File: config.mk
export PLATFORM = sky130hd
export DESIGN_NAME = dcd_ctrl
export DESIGN_NICKNAME = d
export VERILOG_FILES = /design/src/rtl/dcd_pkg.sv /design/src/rtl/dcd_ctrl.sv
export SDC_FILE = /design/constraint.sdc
export NUM_CORES = 1
export LEC_CHECK = 0
export BUFFER_PORTS_ARGS = -buffer_cell sky130_fd_sc_hd__buf_2
export CAP_MARGIN = 20
export CORE_AREA = 2 2 39 41
export CTS_CLUSTER_DIAMETER = 100
export DETAILED_ROUTE_END_ITERATION = 6
export DIE_AREA = 0 0 41 43
export SLEW_MARGIN = 20
export SYNTH_ARGS = -nofsm -noshare
export SYNTH_HDL_FRONTEND = slang
export SYNTH_SLANG_ARGS = --single-unit
File: constraint.sdc
create_clock -name clk -period 1.3 [get_ports clk]
set_clock_uncertainty 0.15 [all_clocks]
set_input_delay 0.26 -clock clk [delete_from_list [all_inputs] [get_ports clk]]
set_output_delay 0.26 -clock clk [all_outputs]
set_load 0.005 [all_outputs]
File: src/rtl/dcd_pkg.sv
// Package for the directed cycle detector: sizes, state encoding, the stack
// entry layout and the command/status bundles between controller and datapath.
// No dependencies.
package dcd_pkg;

  localparam int MAX_VERTICES = 64;
  localparam int VIDX_W       = $clog2(MAX_VERTICES);
  localparam int VCNT_W       = $clog2(MAX_VERTICES + 1);
  localparam int VERT_W       = 8;
  localparam int CFG_W        = 7;

  typedef logic [VIDX_W-1:0]       vidx_t;
  typedef logic [VCNT_W-1:0]       vcnt_t;
  typedef logic [MAX_VERTICES-1:0] vmap_t;

  typedef struct packed {
    vidx_t vertex;
    vcnt_t next;
  } stk_entry_t;

  typedef enum logic [2:0] {
    S_LOAD,
    S_PICK,
    S_SCAN,
    S_RESTORE,
    S_DONE
  } dcd_state_t;

  typedef struct packed {
    logic load;
    logic search_init;
    logic next_start;
    logic take_start;
    logic advance;
    logic push;
    logic pop;
    logic restore;
    logic mark_found;
    logic emit;
  } dcd_cmd_t;

  typedef struct packed {
    logic start_end;
    logic start_visited;
    logic v_end;
    logic adj_bit;
    logic v_visited;
    logic v_on_path;
    logic depth_one;
    logic out_free;
  } dcd_sts_t;

endpackage

File: src/rtl/dcd_ctrl.sv
// Controller state machine of the directed cycle detector.
// Depends on dcd_pkg for the state type and the command/status bundles.
module dcd_ctrl (
  input  logic              clk,
  input  logic              rst_n,
  input  logic              in_valid,
  input  logic              in_last_edge,
  output logic              in_stall,
  input  dcd_pkg::dcd_sts_t sts,
  output dcd_pkg::dcd_cmd_t cmd
);
  import dcd_pkg::*;

  dcd_state_t state_r;
  dcd_state_t state_nxt;

  always_ff @(posedge clk) begin
    if (!rst_n) begin
      state_r <= S_LOAD;
    end else begin
      state_r <= state_nxt;
    end
  end

  always_comb begin
    cmd       = '0;
    in_stall  = 1'b1;
    state_nxt = state_r;
    unique case (state_r)
      S_LOAD: begin
        in_stall = 1'b0;
        if (in_valid) begin
          cmd.load = 1'b1;
          if (in_last_edge) begin
            cmd.search_init = 1'b1;
            state_nxt       = S_PICK;
          end
        end
      end
      S_PICK: begin
        priority if (sts.start_end) begin
          state_nxt = S_DONE;
        end else if (sts.start_visited) begin
          cmd.next_start = 1'b1;
        end else begin
          cmd.take_start = 1'b1;
          state_nxt      = S_SCAN;
        end
      end
      S_SCAN: begin
        // Edges into a vertex on the current path close a cycle; edges into
        // finished vertices are skipped; a fresh vertex is descended into.
        priority if (sts.v_end) begin
          cmd.pop = 1'b1;
          if (sts.depth_one) begin
            cmd.next_start = 1'b1;
            state_nxt      = S_PICK;
          end else begin
            state_nxt = S_RESTORE;
          end
        end else if (!sts.adj_bit) begin
          cmd.advance = 1'b1;
        end else if (sts.v_on_path) begin
          cmd.mark_found = 1'b1;
          state_nxt      = S_DONE;
        end else if (sts.v_visited) begin
          cmd.advance = 1'b1;
        end else begin
          cmd.push = 1'b1;
        end
      end
      S_RESTORE: begin
        cmd.restore = 1'b1;
        state_nxt   = S_SCAN;
      end
      S_DONE: begin
        if (sts.out_free) begin
          cmd.emit  = 1'b1;
          state_nxt = S_LOAD;
        end
      end
      default: begin
        state_nxt = S_LOAD;
      end
    endcase
  end

endmodule

Yosys cells after proc, flatten, opt, wreduce, memory -nomap -nowiden
Index checks and enable logic that the tools add are counted.
{"block": "word_totals", "reg_bits": 3, "input_bits": 12, "out_inout_bits": 11, "elab_cells": 49}
{"block": "classes", "n_eq_ne": 10, "mux": 36, "n_reduce_logical": 2}
{"operator": "$mux W3", "n": 9}
{"operator": "$mux W1", "n": 19}
{"operator": "$pmux W3 S5", "n": 1}
{"operator": "$mux W2", "n": 6}
{"operator": "$ne A3 B3 Y1 const B", "n": 3}
{"operator": "$eq A3 B2 Y1 const B", "n": 2}
{"operator": "$ne A2 B2 Y1 const B", "n": 3}
{"operator": "$reduce_and A6 Y1", "n": 1}
{"operator": "$eq A3 B1 Y1 const B", "n": 1}
{"operator": "$eq A3 B3 Y1 const B", "n": 1}
{"operator": "$logic_not A3 Y1", "n": 1}
{"operator": "$pmux W1 S2", "n": 1}

Longest topological paths before layout
Gate-level depths: netlist of the first run.
{"block": "logic_depth", "word_depth": 5, "depth_mapped": 5, "mapped_depth_nobuf": 4}

Worst setup path after synthesis of the first run
No wires, ideal clock.
{"block": "synth_path", "path_type": "register to output", "from": "reg state_r[2]", "to": "out cmd[7] (netlist bit)", "t_arrival_ns": 1.045, "required_time_ns": 0.890, "setup_slack_ns": -0.155, "stages_incl_launch_ff": 5, "n_path_buf": 1, "path_cell_list": "dfxtp_1 buf_2 nor4bb_1 nand2_1 nand2_1"}
{"item": "start: declaration", "line": "dcd_ctrl.sv:14", "rtl": "dcd_state_t state_r;"}
{"item": "start signal: assignment", "line": "dcd_ctrl.sv:21", "rtl": "state_r <= state_nxt;"}
{"item": "end: declaration", "line": "dcd_ctrl.sv:10", "rtl": "output dcd_pkg::dcd_cmd_t cmd"}

==> results of run 1 <==
-- metrics by stage --
stage	TNS, ps	power, mW	hold slack [ps]	setup WS, ps	instance area [um^2]
finish	-3880	0.370	135	-401	724
global route	-4860	0.403	153	-492	724
CTS	-4030	0.375	124	-407	697
detailed placement	-1800	0.200	366	-318	589
global placement	-1760	0.198	369	-308	589
floorplan	-391	0.148	232	-96.3	390
-- worst max-delay path by stage --
stage,startpoint,endpoint,depth (start not counted)
2_1_floorplan,sts[7],cmd[7],3
3_3_place_gp,sts[7],cmd[7],5
3_5_place_dp,sts[7],cmd[7],5
4_1_cts,state_r[0],cmd[7],4
5_1_grt,state_r[0],cmd[4],5
6_report,state_r[1],cmd[7],3
-- per-layer routing --
metal  global-route usage, %  part of all wire (%)
met1                    12.5                    36
met2                    26.6                    57
met3                    3.14                   6.4
met4                    6.00                     0
met5                       0                     0
-- power by group --
group	internal [mW]	switching (mW)	total [mW]	leakage, nW
clock	0.115	0.0446	0.159	0.0150
combinational	0.0645	0.0507	0.115	0.317
sequential	0.0920	0.00372	0.0957	0.0263
-- what timing repair did --
action | 4_1_cts | 5_1_grt
hold buffers | 0 | 0
pin swaps | 5 | 3
setup endpoints to repair | 14 | 14
gates resized for setup | 12 | 5
buffers inserted | 5 | 0
-- logic make-up (layout without fill, tap and decap cells) --
logic type	after synthesis	after routing	share of synthesized area, %
flip-flops	3	3	17.6
multiplexers	1	1	2.94
AO/OA/AOI/OAI	8	8	16.5
buffers and inverters	5	44	6.62
AND/OR/NAND/NOR	30	30	56.3
-- worst max-delay path: stages (launching register included) --
cell     delay [ps]
dfxtp_4         350
or4b_4          550
nand2_2          60
buf_2           100
-- cells in the mapped netlist --
| cell type | count | share of area (%) |
|---|---|---|
| nand2_1 | 11 | 12 |
| nor2_1 | 4 | 4.4 |
| buf_2 | 3 | 4.4 |
| dfxtp_1 | 3 | 18 |
| inv_1 | 2 | 2.2 |
| nand2b_1 | 2 | 3.7 |
| nor3_1 | 2 | 2.9 |
| a21boi_0 | 1 | 2.2 |
| a21boi_1 | 1 | 2.2 |
| a21oi_1 | 1 | 1.5 |
| and2_1 | 1 | 1.8 |
| and3_1 | 1 | 1.8 |
| and3b_1 | 1 | 2.6 |
| mux2i_1 | 1 | 2.9 |
| nand2b_4 | 1 | 4.0 |
| nand3_2 | 1 | 2.9 |
| nand3b_1 | 1 | 2.2 |
| nor4_1 | 1 | 1.8 |
| nor4b_4 | 1 | 7.0 |
| nor4bb_1 | 1 | 2.9 |
| o211ai_1 | 1 | 2.2 |
| o21ai_0 | 1 | 1.5 |
| o21ba_2 | 1 | 2.9 |
| o22ai_1 | 1 | 1.8 |
| o31ai_1 | 1 | 2.2 |
| or3_1 | 1 | 1.8 |
| or4b_4 | 1 | 4.0 |
-- cell type report --
class	instances	area share, %
well taps	16	2.76
flip-flops and latches	3	9.50
clock buffers	4	3.63
repair buffers	38	37.5
multi-input cells	39	45.6
inverters	2	1.04
==> key figures, run 1 <==
Status
  – Status: finished with violations
  – Failing checks: setup timing

Power
  – P_leak: 0.358 nW
  – Power per Cell Area: around 510 nW/um^2
  – Peak supply drop: 0.334 mV

GRT
  – Vias in the first global route: 447
  – Total global routing overflow: 0
  – Overall Global Routing Usage: between 10 and 15%
  – Initial antenna violation count: 0
  – Largest net degree at the start of global routing: 6
  – First-pass GRT wire length: 1.66 mm

Timing
  – Final period util: 131%
  – RSZ-0062 raised after global routing: true
  – Fmax achieved: 0.588 GHz
  – Final setup violation count: 14
  – Hold Vio Cnt, Final: 0
  – Slew Viols, Final: 0
  – Final WS setup: -401 ps
  – Worst rel slew slack: 83.1%
  – Min Tclk post-route: 1700 ps
  – Slew @ Worst Pin: roughly 250 ps

Detailed routing
  – Routed WL: 1.11 mm
  – First-pass iteration count of the detailed router: 2
  – ANT nets after route: 0
  – Via-to-Cell Ratio: 4.63
  – Drt wl/cell: 10.9 um
  – DR iter-0 viols: 3
  – Number of remaining DRC errors: 0
  – Vias: 472

Cells and area
  – Fill cells: about 140
  – Max reg flops: 3
  – Largest Register: state_r
  – Finished Layout Cells: approximately 100
  – Register area: 68.8 um^2
  – Biggest regs: state_r x3
  – Util after Layout: 52.4%
  – Area of the multi-input gates: around 330 um^2
  – Area growth syn-to-layout: 113%
  – Leading cell types in the layout, fill and taps excluded: buf_2 (21), nand2_1 (9), buf_4 (9)
  – Fraction of layout cells with a size suffix above 1: 70.9%
  – Layout Nets: 99
  – Inserted Diodes: 0
  – Commonest non-fill, non-tap cell in the layout: buf_2

Place
  – IO Port Bufs: 22
  – Final HPWL DP: 855 um
  – Placed instance count: 93
  – RD Place Congestion: 0.720

Synth
  – Post-Syn Area per Cell: between 7 and 8 um^2
  – Syn nets: 59
  – Sequential fraction of the synthesis area: 17.6%
  – Number of synthesis warnings: 0
  – Yosys reg bits: 3
  – Synthesized area: 340 um^2
  – Synth unique cells: 27
  – Syn Inst Count: 47

Clock network
  – Total CTS buffers: 3
  – Clock sink count: 3
  – CTS root buffer: clkbuf_4
  – Skew-Pair Late Insertion Delay: about 230 ps
  – Max clock buf depth: 2
  – CTS tree: yes
  – H-tree lvl count: 1
  – Clk slew on worst S/H paths: 40 ps

Worst hold path
  – Hold EP: state_r[1]
  – Hold Crit Class: in -> reg
  – Hold path cells: 2
  – Hold path startpoint: rst_n

Floorplan
  – Die span in x: 41 um
  – Core area: roughly 1400 um^2
  – Std cell rows: 14
  – Die Footprint: roughly 1800 um^2
  – I/O pin count: 23
  – Initial Util: 24.6%
  – Die H: between 40 and 50 um

Critical path
  – Worst r2r src: state_r[1]
  – Worst EP arrival: 1290 ps
  – Reg2reg setup slack: -220 ps
  – Worst setup SP type: register
  – Worst reg-to-reg path cell count: 4
  – Max FO, Critical Path: 4
  – Required time of the critical path: 890 ps
  – Reg-to-Reg End: state_r[2]
  – Crit Path Category: reg -> out
  – CP endpoint kind: output pin

Job
  – Max Cap Viol: 0
Note: power is estimated with default switching activity, not from simulation.
==> run 2: changes to the inputs <==
--- a/config.mk
+++ b/config.mk
@@ -11,6 +11,8 @@
 export CTS_CLUSTER_DIAMETER = 100
 export DETAILED_ROUTE_END_ITERATION = 6
 export DIE_AREA = 0 0 41 43
+export PLACE_DENSITY = 0.56
+export SETUP_SLACK_MARGIN = 0.1
 export SLEW_MARGIN = 20
 export SYNTH_ARGS = -nofsm -noshare
 export SYNTH_HDL_FRONTEND = slang
==> key figures, run 2 (synthesized netlist as in run 1, its figures left out) <==
Cells and area
  – Largest Register: state_r
  – Max reg flops: 3 (unchanged)
  – Finished Layout Cells: 99 (-2.9%)
  – Leading cell types in the layout, fill and taps excluded: buf_2 (21), nand2_1 (9), buf_4 (9)
  – Inserted Diodes: 0 (unchanged)
  – Util after Layout: 49.7% (-2.6 points)
  – Biggest regs: state_r x3
  – Fraction of layout cells with a size suffix above 1: 69.9% (-1.1 points)
  – Design area: 688 um^2 (-5.0%)
  – Commonest non-fill, non-tap cell in the layout: buf_2
  – Area growth syn-to-layout: 102%
  – Layout Nets: 96 (-3.0%)

Power
  – P_leak: 0.337 nW (-5.9%)
  – Peak supply drop: 0.297 mV (-11%)
  – Power per Cell Area: 539 nW/um^2 (+5.4%)

Place
  – Placed instance count: 90 (-3.2%)
  – DP Area: 554 um^2 (-5.9%)
  – Worst slack at placement: -311 ps (+6.95 ps)
  – Final HPWL DP: 795 um (-7.0%)
  – RD Place Congestion: 0.647 (-10%)
  – IO Port Bufs: 22 (unchanged)

Job
  – Max Cap Viol: 0 (unchanged)

Detailed routing
  – Via-to-Cell Ratio: 4.56 (-1.6%)
  – ANT nets after route: 0 (unchanged)
  – Met3 wire length: 70 um (-1.4%)
  – Vias: 451 (-4.4%)
  – Top Layer Used: met3
  – M1 WL: 466 um (+17%)
  – Routed WL: 1.06 mm (-4.6%)
  – First-pass iteration count of the detailed router: 1 (-1)
  – DR iter-0 viols: 0 (-3)
  – Met2 Wirelength: 519 um (-18%)
  – Number of remaining DRC errors: 0 (unchanged)
  – Drt wl/cell: 10.7 um (-1.7%)

Status
  – Failing checks: setup timing
  – Status: finished with violations

Timing
  – Final period util: 134% (+2.7 points)
  – Fmax achieved: 0.576 GHz (-2.0%)
  – Min Tclk post-route: 1740 ps (+34.8 ps)
  – Slew @ Worst Pin: 251 ps (-1.05 ps)
  – Final Hold Slack: 140 ps (+4.92 ps)
  – Final WS setup: -436 ps (-34.8 ps)
  – Worst rel slew slack: 83.2% (about the same)
  – Slew Viols, Final: 0 (unchanged)
  – Hold Vio Cnt, Final: 0 (unchanged)
  – RSZ-0062 raised after global routing: true
  – Final setup violation count: 14 (unchanged)

Clock network
  – Skew-Pair Late Insertion Delay: 230 ps (about the same)
  – Max clock buf depth: 2 (unchanged)
  – Clk slew on worst S/H paths: 40 ps (about the same)
  – Total CTS buffers: 3 (unchanged)
  – CTS root buffer: clkbuf_4
  – CTS tree: yes
  – H-tree lvl count: 1 (unchanged)
  – Clock sink count: 3 (unchanged)
  – Hold Buf Count CTS: 0 (unchanged)

GRT
  – Overall Global Routing Usage: 13.5% (-0.40 points)
  – Initial antenna violation count: 0 (unchanged)
  – Vias in the first global route: 432 (-3.4%)
  – First-pass GRT wire length: 1.62 mm (-2.5%)
  – Total global routing overflow: 0 (unchanged)
  – Largest net degree at the start of global routing: 9 (+3)

Worst hold path
  – Hold Crit Class: in -> reg
  – Hold path startpoint: rst_n

Critical path
  – Required time of the critical path: 890 ps (about the same)
  – Worst r2r src: state_r[0]
  – Slowest cell on crit path: or4b_4
  – Worst setup SP type: register
  – Crit Path Category: reg -> out
  – CP endpoint kind: output pin
  – CP max stage delay: 530 ps (-20 ps)
  – Worst EP arrival: 1330 ps (+40 ps)
  – Critical-path cell list: nand2b_4, or4b_4, nand2_2, buf_2
  – Max FO, Critical Path: 2 (-2)
  – Critical path origin: state_r[0]

Floorplan
  – Die Footprint: 1760 um^2 (unchanged)
  – Core area: 1380 um^2 (unchanged)
  – I/O pin count: 23 (unchanged)
  – Die span in x: 41 um (unchanged)
  – Initial Util: 24.6% (unchanged)
  – Std cell rows: 14 (unchanged)
  – Die H: 43 um (unchanged)
[run 2: changes by cell type in the layout (fill, tap and decap cells not counted), sizes merged]
cell  previous run  this run
buf             38        35
[run 2: worst paths after layout]
path | to | slack (ps) | cells after the start
worst max register to register | state_r[2] | -220 | 5
worst min register to register | state_r[0] | 510 | 3
worst min-delay path | state_r[1] | 140 | 2
worst max-delay path | cmd[7] | -440 | 4
[run 2: worst max-delay path, delay by kind of cell, from the launching register on]
kind                   cells  cell delay (ps)
AND/OR/NAND/NOR            3              650
flip-flops                 1              350
buffers and inverters      1              100
[run 2: cell type report]
| type | count | area [um^2] |
|---|---|---|
| Clock buffer | 4 | 26.3 |
| Timing Repair Buffer | 35 | 229 |
| Tap cell | 16 | 20.0 |
| Inverter | 2 | 7.51 |
| Fill cell | 137 | 696 |
| Sequential cell | 3 | 68.8 |
| Multi-Input combinational cell | 39 | 337 |
[run 2: what timing repair did]
item | CTS | global route
endpoints found under the setup margin | 14 | 14
endpoints found under the hold margin | 0 | 0
setup buffers | 4 | 3
pin swaps | 4 | 5
resized for setup | 12 | 5
[run 2: routing by layer]
layer  vias up  track usage, %
met3         0            1.57
met4         0            8.00
met2        16            22.5
met5         -               0
li1        235               -
met1       200            15.4
[run 2: through the flow]
stage / power (mW) / TNS [ps]
3_3_place_gp: 0.194 / -1900
4_1_cts: 0.373 / -4260
6_report: 0.371 / -4070
5_1_grt: 0.397 / -5070
3_5_place_dp: 0.195 / -1890
2_1_floorplan: 0.148 / -393
[run 2: power breakdown]
group | internal, mW | total [mW] | switching (mW)
logic | 0.0611 | 0.111 | 0.0502
registers | 0.0919 | 0.0960 | 0.00408
clock network | 0.115 | 0.163 | 0.0483
